## src/rtl/cia_pkg.sv

```systemverilog
`timescale 1ns / 1ps
// ----------------------------------------------------------------------------
// cia_pkg: shared types and constants of the checked integer ALU
// Opcodes, item classes, error codes and the word passed from front to back.
// ----------------------------------------------------------------------------
package cia_pkg;

  localparam int unsigned WordWidth  = 32;
  localparam int unsigned QueueDepth = 2;
  localparam int unsigned PtrWidth   = $clog2(QueueDepth);
  localparam int unsigned CntWidth   = $clog2(QueueDepth + 1);

  typedef logic [WordWidth-1:0] word_t;

  typedef enum logic [3:0] {
    OP_UPLUS  = 4'd0,
    OP_UMINUS = 4'd1,
    OP_BITNOT = 4'd2,
    OP_ADD    = 4'd3,
    OP_SUB    = 4'd4,
    OP_MUL    = 4'd5,
    OP_DIV    = 4'd6,
    OP_MOD    = 4'd7,
    OP_SHL    = 4'd8,
    OP_SHR    = 4'd9,
    OP_AND    = 4'd10,
    OP_OR     = 4'd11,
    OP_XOR    = 4'd12,
    OP_POW    = 4'd13,
    OP_CONCAT = 4'd14,
    OP_UNSUP  = 4'd15
  } op_e;

  typedef enum logic [2:0] {
    CLS_SIMPLE,
    CLS_DIV,
    CLS_POW,
    CLS_CAT,
    CLS_FAULT,
    CLS_UNSUP
  } class_e;

  typedef enum logic [1:0] {
    ERR_NONE  = 2'd0,
    ERR_ARITH = 2'd1,
    ERR_UNSUP = 2'd2
  } err_e;

  typedef enum logic [2:0] {
    ST_IDLE,
    ST_DIV,
    ST_POW,
    ST_CAT,
    ST_WRITE
  } state_e;

  typedef struct packed {
    op_e    op;
    class_e cls;
    word_t  a;
    word_t  b;
    logic   clr;
  } entry_t;

  typedef struct packed {
    logic   valid;
    entry_t entry;
  } front_t;

endpackage

```

## src/rtl/cia_front.sv

```systemverilog
`timescale 1ns / 1ps
// ----------------------------------------------------------------------------
// cia_front: input acceptance and classification
// Classifies each word by opcode and operand faults and queues it.
// ----------------------------------------------------------------------------
module cia_front import cia_pkg::*; (
  input  logic        clk_i,
  input  logic        rst_ni,
  input  logic        push,
  output logic        full,
  input  logic [3:0]  cmd_i,
  input  logic [31:0] operand_a_i,
  input  logic [31:0] operand_b_i,
  input  logic        clear_error_i,
  output front_t      front_o,
  input  logic        take_i
);

  entry_t                mem_q [QueueDepth];
  logic [PtrWidth-1:0]   wr_q, wr_d, rd_q, rd_d;
  logic [CntWidth-1:0]   cnt_q, cnt_d;
  entry_t                new_entry;
  logic                  do_push, do_pop;
  logic signed [WordWidth-1:0] sa, sb;
  logic                  div_fault;

  assign sa = $signed(operand_a_i[WordWidth-1:0]);
  assign sb = $signed(operand_b_i[WordWidth-1:0]);
  assign div_fault = (sb == '0) ||
                     ((sa == {1'b1, {(WordWidth-1){1'b0}}}) && (sb == '1));

  always_comb begin
    new_entry.op  = op_e'(cmd_i);
    new_entry.a   = sa;
    new_entry.b   = sb;
    new_entry.clr = clear_error_i;
    new_entry.cls = CLS_SIMPLE;
    case (new_entry.op)
      OP_DIV, OP_MOD: new_entry.cls = div_fault ? CLS_FAULT : CLS_DIV;
      OP_SHL, OP_SHR: begin
        if (sb < 0 || sb >= $signed(WordWidth)) begin
          new_entry.cls = CLS_FAULT;
        end
      end
      OP_POW:    new_entry.cls = sb[WordWidth-1] ? CLS_FAULT : CLS_POW;
      OP_CONCAT: new_entry.cls = sb[WordWidth-1] ? CLS_SIMPLE : CLS_CAT;
      OP_UNSUP:  new_entry.cls = CLS_UNSUP;
      default:   new_entry.cls = CLS_SIMPLE;
    endcase
  end

  assign full    = (cnt_q == CntWidth'(QueueDepth));
  assign do_push = push && !full;
  assign do_pop  = take_i && (cnt_q != '0);

  always_comb begin
    wr_d  = do_push ? wr_q + 1'b1 : wr_q;
    rd_d  = do_pop ? rd_q + 1'b1 : rd_q;
    cnt_d = cnt_q + CntWidth'(do_push) - CntWidth'(do_pop);
  end

  always_ff @(posedge clk_i or negedge rst_ni) begin
    if (!rst_ni) begin
      wr_q  <= '0;
      rd_q  <= '0;
      cnt_q <= '0;
    end else begin
      wr_q  <= wr_d;
      rd_q  <= rd_d;
      cnt_q <= cnt_d;
    end
  end

  always_ff @(posedge clk_i) begin
    if (do_push) begin
      mem_q[wr_q] <= new_entry;
    end
  end

  assign front_o.valid = (cnt_q != '0);
  assign front_o.entry = mem_q[rd_q];

endmodule

```

## src/rtl/cia_back.sv

```systemverilog
`timescale 1ns / 1ps
// ----------------------------------------------------------------------------
// cia_back: execution unit
// Runs simple operations at once and division, power and concatenation
// iteratively, keeps the sticky error and holds the result word.
// ----------------------------------------------------------------------------
module cia_back import cia_pkg::*; (
  input  logic        clk_i,
  input  logic        rst_ni,
  input  front_t      front_i,
  output logic        take_o,
  output logic        empty,
  input  logic        pop,
  output logic [31:0] result_o,
  output logic [1:0]  error_code_o
);

  localparam int unsigned DivCntW = $clog2(WordWidth + 1);
  localparam int unsigned CatW    = WordWidth + 6;
  localparam logic [CatW-1:0] CatOvf = CatW'(1) << (WordWidth + 1);
  localparam logic [CatW-1:0] MaxPos = (CatW'(1) << (WordWidth - 1)) - 1'b1;
  localparam logic [CatW-1:0] MaxNeg = CatW'(1) << (WordWidth - 1);

  state_e state_q, state_d;
  entry_t ent;
  err_e   held_q, held_d, eff_err, imm_err;
  logic   out_valid_q, out_valid_d, out_free;
  word_t  res_q, res_d, fin_q, fin_d, imm_res;
  err_e   err_q, err_d;
  logic   immediate;

  op_e    op_q, op_d;
  word_t  a_q, a_d, b_q, b_d;
  word_t  quo_q, quo_d, dvs_q, dvs_d;
  logic [WordWidth:0] rem_q, rem_d, trial;
  logic [DivCntW-1:0] dcnt_q, dcnt_d;
  word_t  acc_q, acc_d, base_q, base_d, exp_q, exp_d;
  logic   phase_q, phase_d;
  logic [CatW-1:0] p_q, p_d, t_q, t_d, tot, t_init;
  logic   ovf_q, ovf_d, cat_fault;
  word_t  mag, mul_x, mul_y, prod, div_res;

  assign ent      = front_i.entry;
  assign eff_err  = ent.clr ? ERR_NONE : held_q;
  assign out_free = !out_valid_q || pop;
  assign immediate = (eff_err != ERR_NONE) || (ent.cls == CLS_SIMPLE) ||
                     (ent.cls == CLS_FAULT) || (ent.cls == CLS_UNSUP);

  always_comb begin
    mul_x = ent.a;
    mul_y = ent.b;
    if (state_q == ST_POW) begin
      mul_x = phase_q ? base_q : acc_q;
      mul_y = base_q;
    end
  end
  assign prod = mul_x * mul_y;

  always_comb begin
    imm_err = ERR_NONE;
    imm_res = '0;
    if (eff_err != ERR_NONE) begin
      imm_err = eff_err;
    end else if (ent.cls == CLS_FAULT) begin
      imm_err = ERR_ARITH;
    end else if (ent.cls == CLS_UNSUP) begin
      imm_err = ERR_UNSUP;
    end else begin
      case (ent.op)
        OP_UPLUS:  imm_res = ent.a;
        OP_UMINUS: imm_res = '0 - ent.a;
        OP_BITNOT: imm_res = ~ent.a;
        OP_ADD:    imm_res = ent.a + ent.b;
        OP_SUB:    imm_res = ent.a - ent.b;
        OP_MUL:    imm_res = prod;
        OP_SHL:    imm_res = ent.a << ent.b[$clog2(WordWidth)-1:0];
        OP_SHR:    imm_res = $signed(ent.a) >>> ent.b[$clog2(WordWidth)-1:0];
        OP_AND:    imm_res = ent.a & ent.b;
        OP_OR:     imm_res = ent.a | ent.b;
        OP_XOR:    imm_res = ent.a ^ ent.b;
        OP_CONCAT: imm_res = ent.a;
        default:   imm_res = '0;
      endcase
    end
  end

  assign mag    = ent.a[WordWidth-1] ? '0 - ent.a : ent.a;
  assign t_init = (CatW'(mag) << 3) + (CatW'(mag) << 1);
  assign trial  = {rem_q[WordWidth-1:0], quo_q[WordWidth-1]};
  assign tot    = t_q + CatW'(b_q);
  assign cat_fault = ovf_q || (a_q[WordWidth-1] ? (tot > MaxNeg) : (tot > MaxPos));

  always_comb begin
    div_res = quo_q;
    if (op_q == OP_DIV) begin
      div_res = (a_q[WordWidth-1] ^ b_q[WordWidth-1]) ? '0 - quo_q : quo_q;
    end else begin
      div_res = a_q[WordWidth-1] ? '0 - rem_q[WordWidth-1:0] : rem_q[WordWidth-1:0];
    end
  end

  always_comb begin
    state_d = state_q;
    case (state_q)
      ST_IDLE: begin
        if (front_i.valid && !immediate) begin
          case (ent.cls)
            CLS_DIV: state_d = ST_DIV;
            CLS_POW: state_d = ST_POW;
            default: state_d = ST_CAT;
          endcase
        end
      end
      ST_DIV: if (dcnt_q == DivCntW'(WordWidth)) state_d = ST_WRITE;
      ST_POW: if (!phase_q && exp_q == '0) state_d = ST_WRITE;
      ST_CAT: begin
        if (CatW'(b_q) < p_q) begin
          if (!cat_fault) begin
            state_d = ST_WRITE;
          end else if (out_free) begin
            state_d = ST_IDLE;
          end
        end
      end
      ST_WRITE: if (out_free) state_d = ST_IDLE;
      default: state_d = ST_IDLE;
    endcase
  end

  always_comb begin
    take_o      = 1'b0;
    out_valid_d = out_valid_q && !pop;
    res_d = res_q;  err_d = err_q;  held_d = held_q;  fin_d = fin_q;
    op_d = op_q;  a_d = a_q;  b_d = b_q;
    quo_d = quo_q;  dvs_d = dvs_q;  rem_d = rem_q;  dcnt_d = dcnt_q;
    acc_d = acc_q;  base_d = base_q;  exp_d = exp_q;  phase_d = phase_q;
    p_d = p_q;  t_d = t_q;  ovf_d = ovf_q;
    case (state_q)
      ST_IDLE: begin
        if (front_i.valid) begin
          op_d = ent.op;  a_d = ent.a;  b_d = ent.b;
          if (immediate) begin
            if (out_free) begin
              take_o      = 1'b1;
              out_valid_d = 1'b1;
              res_d       = imm_res;
              err_d       = imm_err;
              held_d      = imm_err;
            end
          end else begin
            take_o  = 1'b1;
            quo_d   = mag;
            dvs_d   = ent.b[WordWidth-1] ? '0 - ent.b : ent.b;
            rem_d   = '0;
            dcnt_d  = '0;
            acc_d   = word_t'(1);
            base_d  = ent.a;
            exp_d   = ent.b;
            phase_d = 1'b0;
            p_d     = CatW'(10);
            t_d     = t_init;
            ovf_d   = (t_init >= CatOvf);
          end
        end
      end
      ST_DIV: begin
        if (dcnt_q == DivCntW'(WordWidth)) begin
          fin_d = div_res;
        end else begin
          if (trial >= {1'b0, dvs_q}) begin
            rem_d = trial - {1'b0, dvs_q};
            quo_d = {quo_q[WordWidth-2:0], 1'b1};
          end else begin
            rem_d = trial;
            quo_d = {quo_q[WordWidth-2:0], 1'b0};
          end
          dcnt_d = dcnt_q + 1'b1;
        end
      end
      ST_POW: begin
        if (!phase_q) begin
          if (exp_q == '0) begin
            fin_d = acc_q;
          end else begin
            if (exp_q[0]) acc_d = prod;
            phase_d = 1'b1;
          end
        end else begin
          base_d  = prod;
          exp_d   = exp_q >> 1;
          phase_d = 1'b0;
        end
      end
      ST_CAT: begin
        if (CatW'(b_q) >= p_q) begin
          p_d   = (p_q << 3) + (p_q << 1);
          t_d   = (t_q << 3) + (t_q << 1);
          ovf_d = ovf_q || (((t_q << 3) + (t_q << 1)) >= CatOvf);
        end else if (cat_fault) begin
          if (out_free) begin
            out_valid_d = 1'b1;
            res_d       = '0;
            err_d       = ERR_ARITH;
            held_d      = ERR_ARITH;
          end
        end else begin
          fin_d = a_q[WordWidth-1] ? '0 - tot[WordWidth-1:0] : tot[WordWidth-1:0];
        end
      end
      ST_WRITE: begin
        if (out_free) begin
          out_valid_d = 1'b1;
          res_d       = fin_q;
          err_d       = ERR_NONE;
          held_d      = ERR_NONE;
        end
      end
      default: ;
    endcase
  end

  always_ff @(posedge clk_i or negedge rst_ni) begin
    if (!rst_ni) begin
      state_q     <= ST_IDLE;
      held_q      <= ERR_NONE;
      out_valid_q <= 1'b0;
    end else begin
      state_q     <= state_d;
      held_q      <= held_d;
      out_valid_q <= out_valid_d;
    end
  end

  always_ff @(posedge clk_i) begin
    res_q <= res_d;  err_q <= err_d;  fin_q <= fin_d;
    op_q <= op_d;  a_q <= a_d;  b_q <= b_d;
    quo_q <= quo_d;  dvs_q <= dvs_d;  rem_q <= rem_d;  dcnt_q <= dcnt_d;
    acc_q <= acc_d;  base_q <= base_d;  exp_q <= exp_d;  phase_q <= phase_d;
    p_q <= p_d;  t_q <= t_d;  ovf_q <= ovf_d;
  end

  assign empty        = !out_valid_q;
  assign result_o     = res_q;
  assign error_code_o = err_q;

endmodule

```

## src/rtl/checked_integer_alu_top.sv

```systemverilog
`timescale 1ns / 1ps
// ----------------------------------------------------------------------------
// checked_integer_alu_top: signed integer ALU with sticky error code
// Queue-style input and result ports around a decoupled front and back.
// ----------------------------------------------------------------------------
// Simple operations, shifts and multiply are computed from the queued word
// and registered in the result word. Division and modulo run a restoring
// divider at one bit a cycle. Power shares one multiplier between squaring
// and accumulating, one step of each per exponent bit. Concatenation scales
// the left magnitude by ten per decimal digit of the right operand. A
// two-word queue lets new words be pushed while the back end works, and the
// result word is held until it is popped.
module checked_integer_alu_top import cia_pkg::*; (
  input  logic        clk_i,
  input  logic        rst_ni,
  input  logic        push,
  output logic        full,
  input  logic [3:0]  cmd_i,
  input  logic [31:0] operand_a_i,
  input  logic [31:0] operand_b_i,
  input  logic        clear_error_i,
  output logic        empty,
  input  logic        pop,
  output logic [31:0] result_o,
  output logic [1:0]  error_code_o
);

  front_t front;
  logic   take;

  cia_front u_front (
    .clk_i, .rst_ni, .push, .full, .cmd_i, .operand_a_i, .operand_b_i,
    .clear_error_i, .front_o(front), .take_i(take)
  );

  cia_back u_back (
    .clk_i, .rst_ni, .front_i(front), .take_o(take), .empty, .pop,
    .result_o, .error_code_o
  );

endmodule

```

## config.mk

```make
export PLATFORM = sky130hd
export DESIGN_NAME = checked_integer_alu_top
export DESIGN_NICKNAME = d
export VERILOG_FILES = /design/src/rtl/cia_pkg.sv /design/src/rtl/cia_front.sv /design/src/rtl/cia_back.sv /design/src/rtl/checked_integer_alu_top.sv
export SDC_FILE = /design/constraint.sdc
export NUM_CORES = 2
export LEC_CHECK = 0
export BUFFER_PORTS_ARGS = -buffer_cell sky130_fd_sc_hd__buf_4
export CAP_MARGIN = 20
export CORE_MARGIN = 8
export CORE_UTILIZATION = 25
export CTS_CLUSTER_DIAMETER = 30
export CTS_CLUSTER_SIZE = 24
export DETAILED_ROUTE_END_ITERATION = 10
export GPL_TIMING_DRIVEN = 0
export SLEW_MARGIN = 20
export SYNTH_ARGS = -nofsm -noshare
export SYNTH_HDL_FRONTEND = slang
export SYNTH_SLANG_ARGS = --single-unit
export TNS_END_PERCENT = 1
```

## constraint.sdc

```tcl
create_clock -name clk_i -period 9.1 [get_ports clk_i]
set_input_delay 1.365 -clock clk_i [delete_from_list [all_inputs] [get_ports clk_i]]
set_output_delay 1.365 -clock clk_i [all_outputs]
set_load 0.02 [all_outputs]
```

# == Yosys cells after proc, flatten, opt, wreduce, memory -nomap -nowiden ==
# Memory sizes are Yosys's and may differ from the RTL's.
# Index checks and enable logic that the tools add are counted.
# totals
ff_bits,420
mem_count,1
inputBits,73
word_cells,265
mem_bits_rw,144
# memory_table
memory,depth,width,read_ports,rd_clocked_by_memory_dff,wr,line,text
u_front.mem_q,2,72,1,0,1,cia_front.sv:19,entry_t mem_q [QueueDepth];
# classes
n_shift,2
bitwise_logic,6
multipliers,1
n_lt_le_gt_ge,9
n_reduce_logical,44
n_eq_ne,51
n_mux,110
addsub,17
# ops
op,count
two-way mux 32 bit,41
case mux 32 bit (11 select lines),1
case mux 32 bit (2 select lines),5
two-way mux 38 bit,6
case mux 32 bit (3 select lines),2
subtractor 1 x 32 -> 32 bit (first input constant),5
case mux 38 bit (2 select lines),2
adder 38 bit,2
greater-or-equal comparator 38 x 34 -> 1 bit (second input constant),2
equality test 32 bit (second input constant),2
zero test 32 bit,2
subtractor 32 bit,2
equality test 4 bit (second input constant),11
adder 38 x 32 -> 38 bit,1
greater-or-equal comparator 32 x 38 -> 1 bit,1
greater-than comparator 38 x 31 -> 1 bit (second input constant),1
greater-than comparator 38 x 32 -> 1 bit (second input constant),1
less-than comparator 32 x 38 -> 1 bit,1
adder 35 x 33 -> 36 bit,1
greater-or-equal comparator 33 x 32 -> 1 bit,1
adder 32 bit,1
bitwise AND 32 bit,1
greater-or-equal comparator 32 x 7 -> 1 bit (second input constant),1
less-than comparator 32 x 1 -> 1 bit (second input constant),1
46 further kinds,146

# == Logic depth before layout (Yosys ltp) ==
# depth
depth_word,11
ltp_mapped,37

# == Cells and area by module ==
# Synthesis repeated with hierarchy kept, for this count alone.
# unflattened
cells_unflattened,6425
hier_area_um2,58059.4
# modules_own_cells
module,cells_each,seq_area_each_um2,instances,area_each_um2
cia_back,6137,11471.0,1,52350.2
cia_front,288,4424.2,1,5709.2

# == Worst setup path before layout ==
# Ideal clock, no wire load.
# synth_timing
kind,register -> register
startpoint,register u_front.rd_q
endpoint,"register u_back.res_q[26], in the netlist u_back.result_o[26] (data pin)"
t_arrival_ns,8.953
synth_period_minus_slack_ns,9.214
path_buffers,7
required_ns,8.839
stages_incl_launch_ff,36
path_slack_ns,-0.114
path_cell_list,dfrtp_1 buf_2 buf_6 buf_4 mux2_2 inv_1 clkbuf_1 clkbuf_1 buf_1 nand2_1 o21ai_1 clkbuf_1 nor2_1 fa_1 inv_1 fa_1 fa_1 fa_1 inv_1 fa_1 inv_1 fa_1 fa_1 fa_1 inv_1 ha_1 o21a_1 o21a_1 o22ai_1 a21oi_1 a41oi_1 nand2b_1 a21oi_1 xor2_1 o21ai_0 a221o_1
# synth_between
elab_chain_len,11
word_cells_on_any_way,38
# synth_lines
element,line,text
"start, declared",cia_front.sv:20,"logic [PtrWidth-1:0] wr_q, wr_d, rd_q, rd_d;"
"start signal, assigned",cia_front.sv:69,rd_q <= rd_d;
memory read (2 x 72 bit) *,n/a,
two-way mux 32 bit (tied with other cells),cia_back.sv:52,if (state_q == ST_POW) begin
multiplier 32 x 32 -> 32 bit / OR reduction 2 bit (equally long branches),n/a,
case mux 32 bit (11 select lines),cia_back.sv:69,case (ent.op)
two-way mux 32 bit,cia_back.sv:66,end else if (ent.cls == CLS_UNSUP) begin
two-way mux 32 bit,cia_back.sv:64,end else if (ent.cls == CLS_FAULT) begin
two-way mux 32 bit *,cia_back.sv:62,if (eff_err != ERR_NONE) begin
two-way mux 32 bit *,cia_back.sv:143,if (out_free) begin
two-way mux 32 bit *,cia_back.sv:142,if (immediate) begin
two-way mux 32 bit *,cia_back.sv:140,if (front_i.valid) begin
case mux 32 bit (3 select lines) *,cia_back.sv:138,case (state_q)
via u_back.res_d[26],cia_back.sv:28,"word_t res_q, res_d, fin_q, fin_d, imm_res;"
"end signal, assigned",cia_back.sv:235,res_q <= res_d; err_q <= err_d; fin_q <= fin_d;
"end, declared",cia_back.sv:28,
# Mark *: on every way through the listed nets, which the timed path passes. The rest lies on a longest branch. The select of a mux whose other input is x is not followed.
# A chain may end at the register's enable or synchronous reset.

# == Final worst setup path ==
# layout_timing
startpoint,register u_back.state_q[0]
endpoint,"register u_back.res_q[21], in the netlist u_back.result_o[21] (data pin)"
# layout_between
elab_chain_len,11
word_cells_on_any_way,15
# layout_lines
element,line,text
"start, declared",cia_back.sv:24,"state_e state_q, state_d;"
"start signal, assigned",cia_back.sv:228,state_q <= state_d;
equality test 3 x 2 -> 1 bit,cia_back.sv:52,
two-way mux 32 bit,cia_back.sv:52,
multiplier 32 x 32 -> 32 bit,cia_back.sv:57,assign prod = mul_x * mul_y;
case mux 32 bit (11 select lines),cia_back.sv:69,
two-way mux 32 bit,cia_back.sv:66,
two-way mux 32 bit,cia_back.sv:64,
two-way mux 32 bit,cia_back.sv:62,
two-way mux 32 bit,cia_back.sv:143,
two-way mux 32 bit,cia_back.sv:142,
two-way mux 32 bit,cia_back.sv:140,
case mux 32 bit (3 select lines) *,cia_back.sv:138,
via u_back.res_d[21],cia_back.sv:28,
# Marked as above.

==> results.ini <==
[synthesis]
synth_cell_types=103
ys_seq_area_frac=0.2767
synth_fa_ha_area_frac=0.2353
synth_compound_area_frac=0.1639
synth_top_family_by_area=adder cells
synth_edf_count=521
yosys-top-cells-count=nand2_1, nor2_1, inv_1
synth_cells=6450
yosysMostFrequentCell=nand2_1
synthXorXnorAreaFrac=0.06695
yosysTopAreaCell=edfxtp_1
synth.area.top_cells=edfxtp_1, fa_1, ha_1
syn-cell-area_mm2=0.05745
ys_ff_latch=531
synthFlopType=edfxtp_1
synth_top_area_frac=0.2723
avgSynthCellArea_um2=8.907
syn_nets=7355
yosys_warnings=0
yosys.area_share.simple=0.1549
async_reset_ff_frac=0.01883
muxShareOfSynthArea=0.03979

[clock_tree]
cts_tree=yes
htree_levels=3
clkTransAtPathRegs_ns=0.05
cts.root.buffer_cell=clkbuf_16
cts_hold_buf=0
clk_latency_ns=0.80
clock_sinks=531
cts_inserted_buffers=119
cts_max_path_buffers=3

[drt]
drt_iter0_markers=7028
vias_per_cell=5.484
firstDrtPassIters=8
postRouteAntennaNets=0
drcViolationCount=0
vias=56066
routed_wire_length_per_instance_um=31.26
drt-total-wl_um=319600

[timing]
finalSetupTns_ns=-0.1567
fin_ws_ns=-0.06795
max_slew_margin=0.1098
final-max-slew-violation-count=0
finClkSkew_ns=0.09512
hold_viol_final=0
setup_violations=3
fmax_mhz=109.1
rsz0062_at_grt=true
fin_crit_sh=1.007
min_period_ns=9.168
worst_pin_slew_ns=1.321

[min_path]
hold_class=input pin to asynchronous set/reset pin

[final_layout]
area_delta_synth_final_pct=28.58
final_layout_size_suffix_gt1_frac=0.1798
finalNonFillerCells=10224
fillCellCount=23636
fin_nets=7984

[floorplan]
io_pins=109
initial_core_util=0.2506
die_y_um=495.4
core_mm2=0.2292
fp.dieW_um=495.4
dieArea_mm2=0.2454
num_rows=176

[setup_path]
worst_path_most_repeated_cell=fa_1
cp.arrival_ns=9.67
cp_max_fo=10
critPathKind=register to register
cp-start-kind=register
required_ns=9.61
cpLargestDelayFamily=adder cells
cp_slowest_cell=fa_1
max_stage_delay_ns=0.60
end_kind=register
critPathBufInv=11

[status]
status=complete, but fails checks
violations=negative setup slack

[global_route]
grt_max_degree=56
grt_pass1_wl_um=431900
antenna_found_initial=33
grt_usage=0.2494
first_global_vias=54242
gr-total-overflow=0

[placement]
post-place-cells=9636
io_buffers=108
place.gp.congestion=1.069
dpl.hpwl_um=249000

[run]
drv_cap=0

==> layout make-up <==
cell class                 count  area [µm²]  area share
antenna                       16       40.04   0.0005420
buffer                       262        2038     0.02759
clock buffer                 132        3027     0.04097
clock inverter                92        1125     0.01523
inverter                     666        2658     0.03598
multi-input combinational   4981       40470      0.5478
sequential                   531       15900      0.2152
tap                         3026        3786     0.05125
timing repair buffer         517        4822     0.06528
timing repair inverter         1       8.758   0.0001186
==> per-layer routing <==
layer / global-route usage / part of all wire
met1: 0.3307 / 0.41
met2: 0.3763 / 0.42
met3: 0.05373 / 0.096
met4: 0.1394 / 0.071
met5: 0 / 0.00047
==> cell usage in the layout, fill, tap and decap left out, types with 75 or more instances in the layout <==
| cell type | synthesis | routed |
|---|---|---|
| nand3_1 | 85 | 83 |
| nor2_1 | 693 | 671 |
| buf_4 | 2 | 435 |
| nand2_1 | 798 | 771 |
| clkbuf_1 | 200 | 148 |
| a21oi_1 | 387 | 357 |
| mux2i_1 | 151 | 78 |
| edfxtp_1 | 521 | 521 |
| a21o_1 | 139 | 138 |
| xor2_1 | 123 | 119 |
| inv_1 | 653 | 614 |
| nor3_1 | 78 | 75 |
| xnor2_1 | 311 | 300 |
| clkbuf_16 | 0 | 139 |
| ha_1 | 418 | 394 |
| o21ai_0 | 375 | 360 |
| fa_1 | 414 | 385 |
==> flip-flops by register name, indices dropped and copies added (netlist names), 3 cells and up <==
name / flops
u_back.p_q: 37
u_back.rem_q: 32
u_back.dvs_q: 32
u_back.state_q: 3
u_back.exp_q: 32
u_back.b_q: 32
u_back.dcnt_q: 6
u_back.fin_q: 32
u_front.mem_q: 144
u_back.acc_q: 32
u_back.base_q: 32
u_back.quo_q: 32
u_back.result_o: 32
u_back.op_q: 4
u_back.t_q: 37
==> metrics by stage <==
stage / area [µm²] / util / hold slack [ns] / setup WS (ns)
after floorplan: 57460 / - / 0.4608 / 0.0005320
final: 73870 / 0.3222 / 0.4008 / -0.06795
after global placement: 62050 / 0.2707 / 0.4767 / -5.776
after global routing: 73830 / 0.3221 / 0.3827 / -0.1314
after detailed placement: 63240 / 0.2759 / 0.5361 / -3.644
after CTS: 71740 / 0.3130 / 0.3499 / -0.05883
==> cells by family (layout without fill, tap and decap cells) <==
| kind of cell | count (synthesis) | in the layout |
|---|---|---|
| DFF | 531 | 531 |
| muxes | 218 | 218 |
| adders and majority gates | 832 | 832 |
| other | 0 | 16 |
| buffers and inverters | 938 | 1670 |
| and+or+nand+nor | 2019 | 2019 |
| AOI/OAI and AO/OA | 1476 | 1476 |
| xor gates and xnor gates | 436 | 436 |
==> worst paths after layout <==
check	slack, ns	start	endpoint	cells after the start
setup / recovery	-0.07	u_back.state_q[0]$_DFFE_PN0P_	u_back.result_o[21]$_DFFE_PP_	31
hold / removal	0.40	rst_ni	u_front.wr_q$_DFFE_PN0P_	1
setup reg to reg	-0.07	u_back.state_q[0]$_DFFE_PN0P_	u_back.result_o[21]$_DFFE_PP_	31
max in group asynchronous	8.51	rst_ni	u_back.state_q[0]$_DFFE_PN0P_	1
min in group clk_i	0.54	u_back.exp_q[24]$_DFFE_PP_	u_back.exp_q[23]$_DFFE_PP_	1
hold reg to reg	0.54	u_back.exp_q[24]$_DFFE_PP_	u_back.exp_q[23]$_DFFE_PP_	1
==> what timing repair did <==
action                     CTS  global route
setup buffers              205           141
setup endpoints to repair   80            31
cloned                       5             7
pin swaps                   66           138
resized for setup          574           224
Power is left out: the tool's default activity adds up to more than one toggle a clock period on the data nets, which glitch-free logic cannot reach.
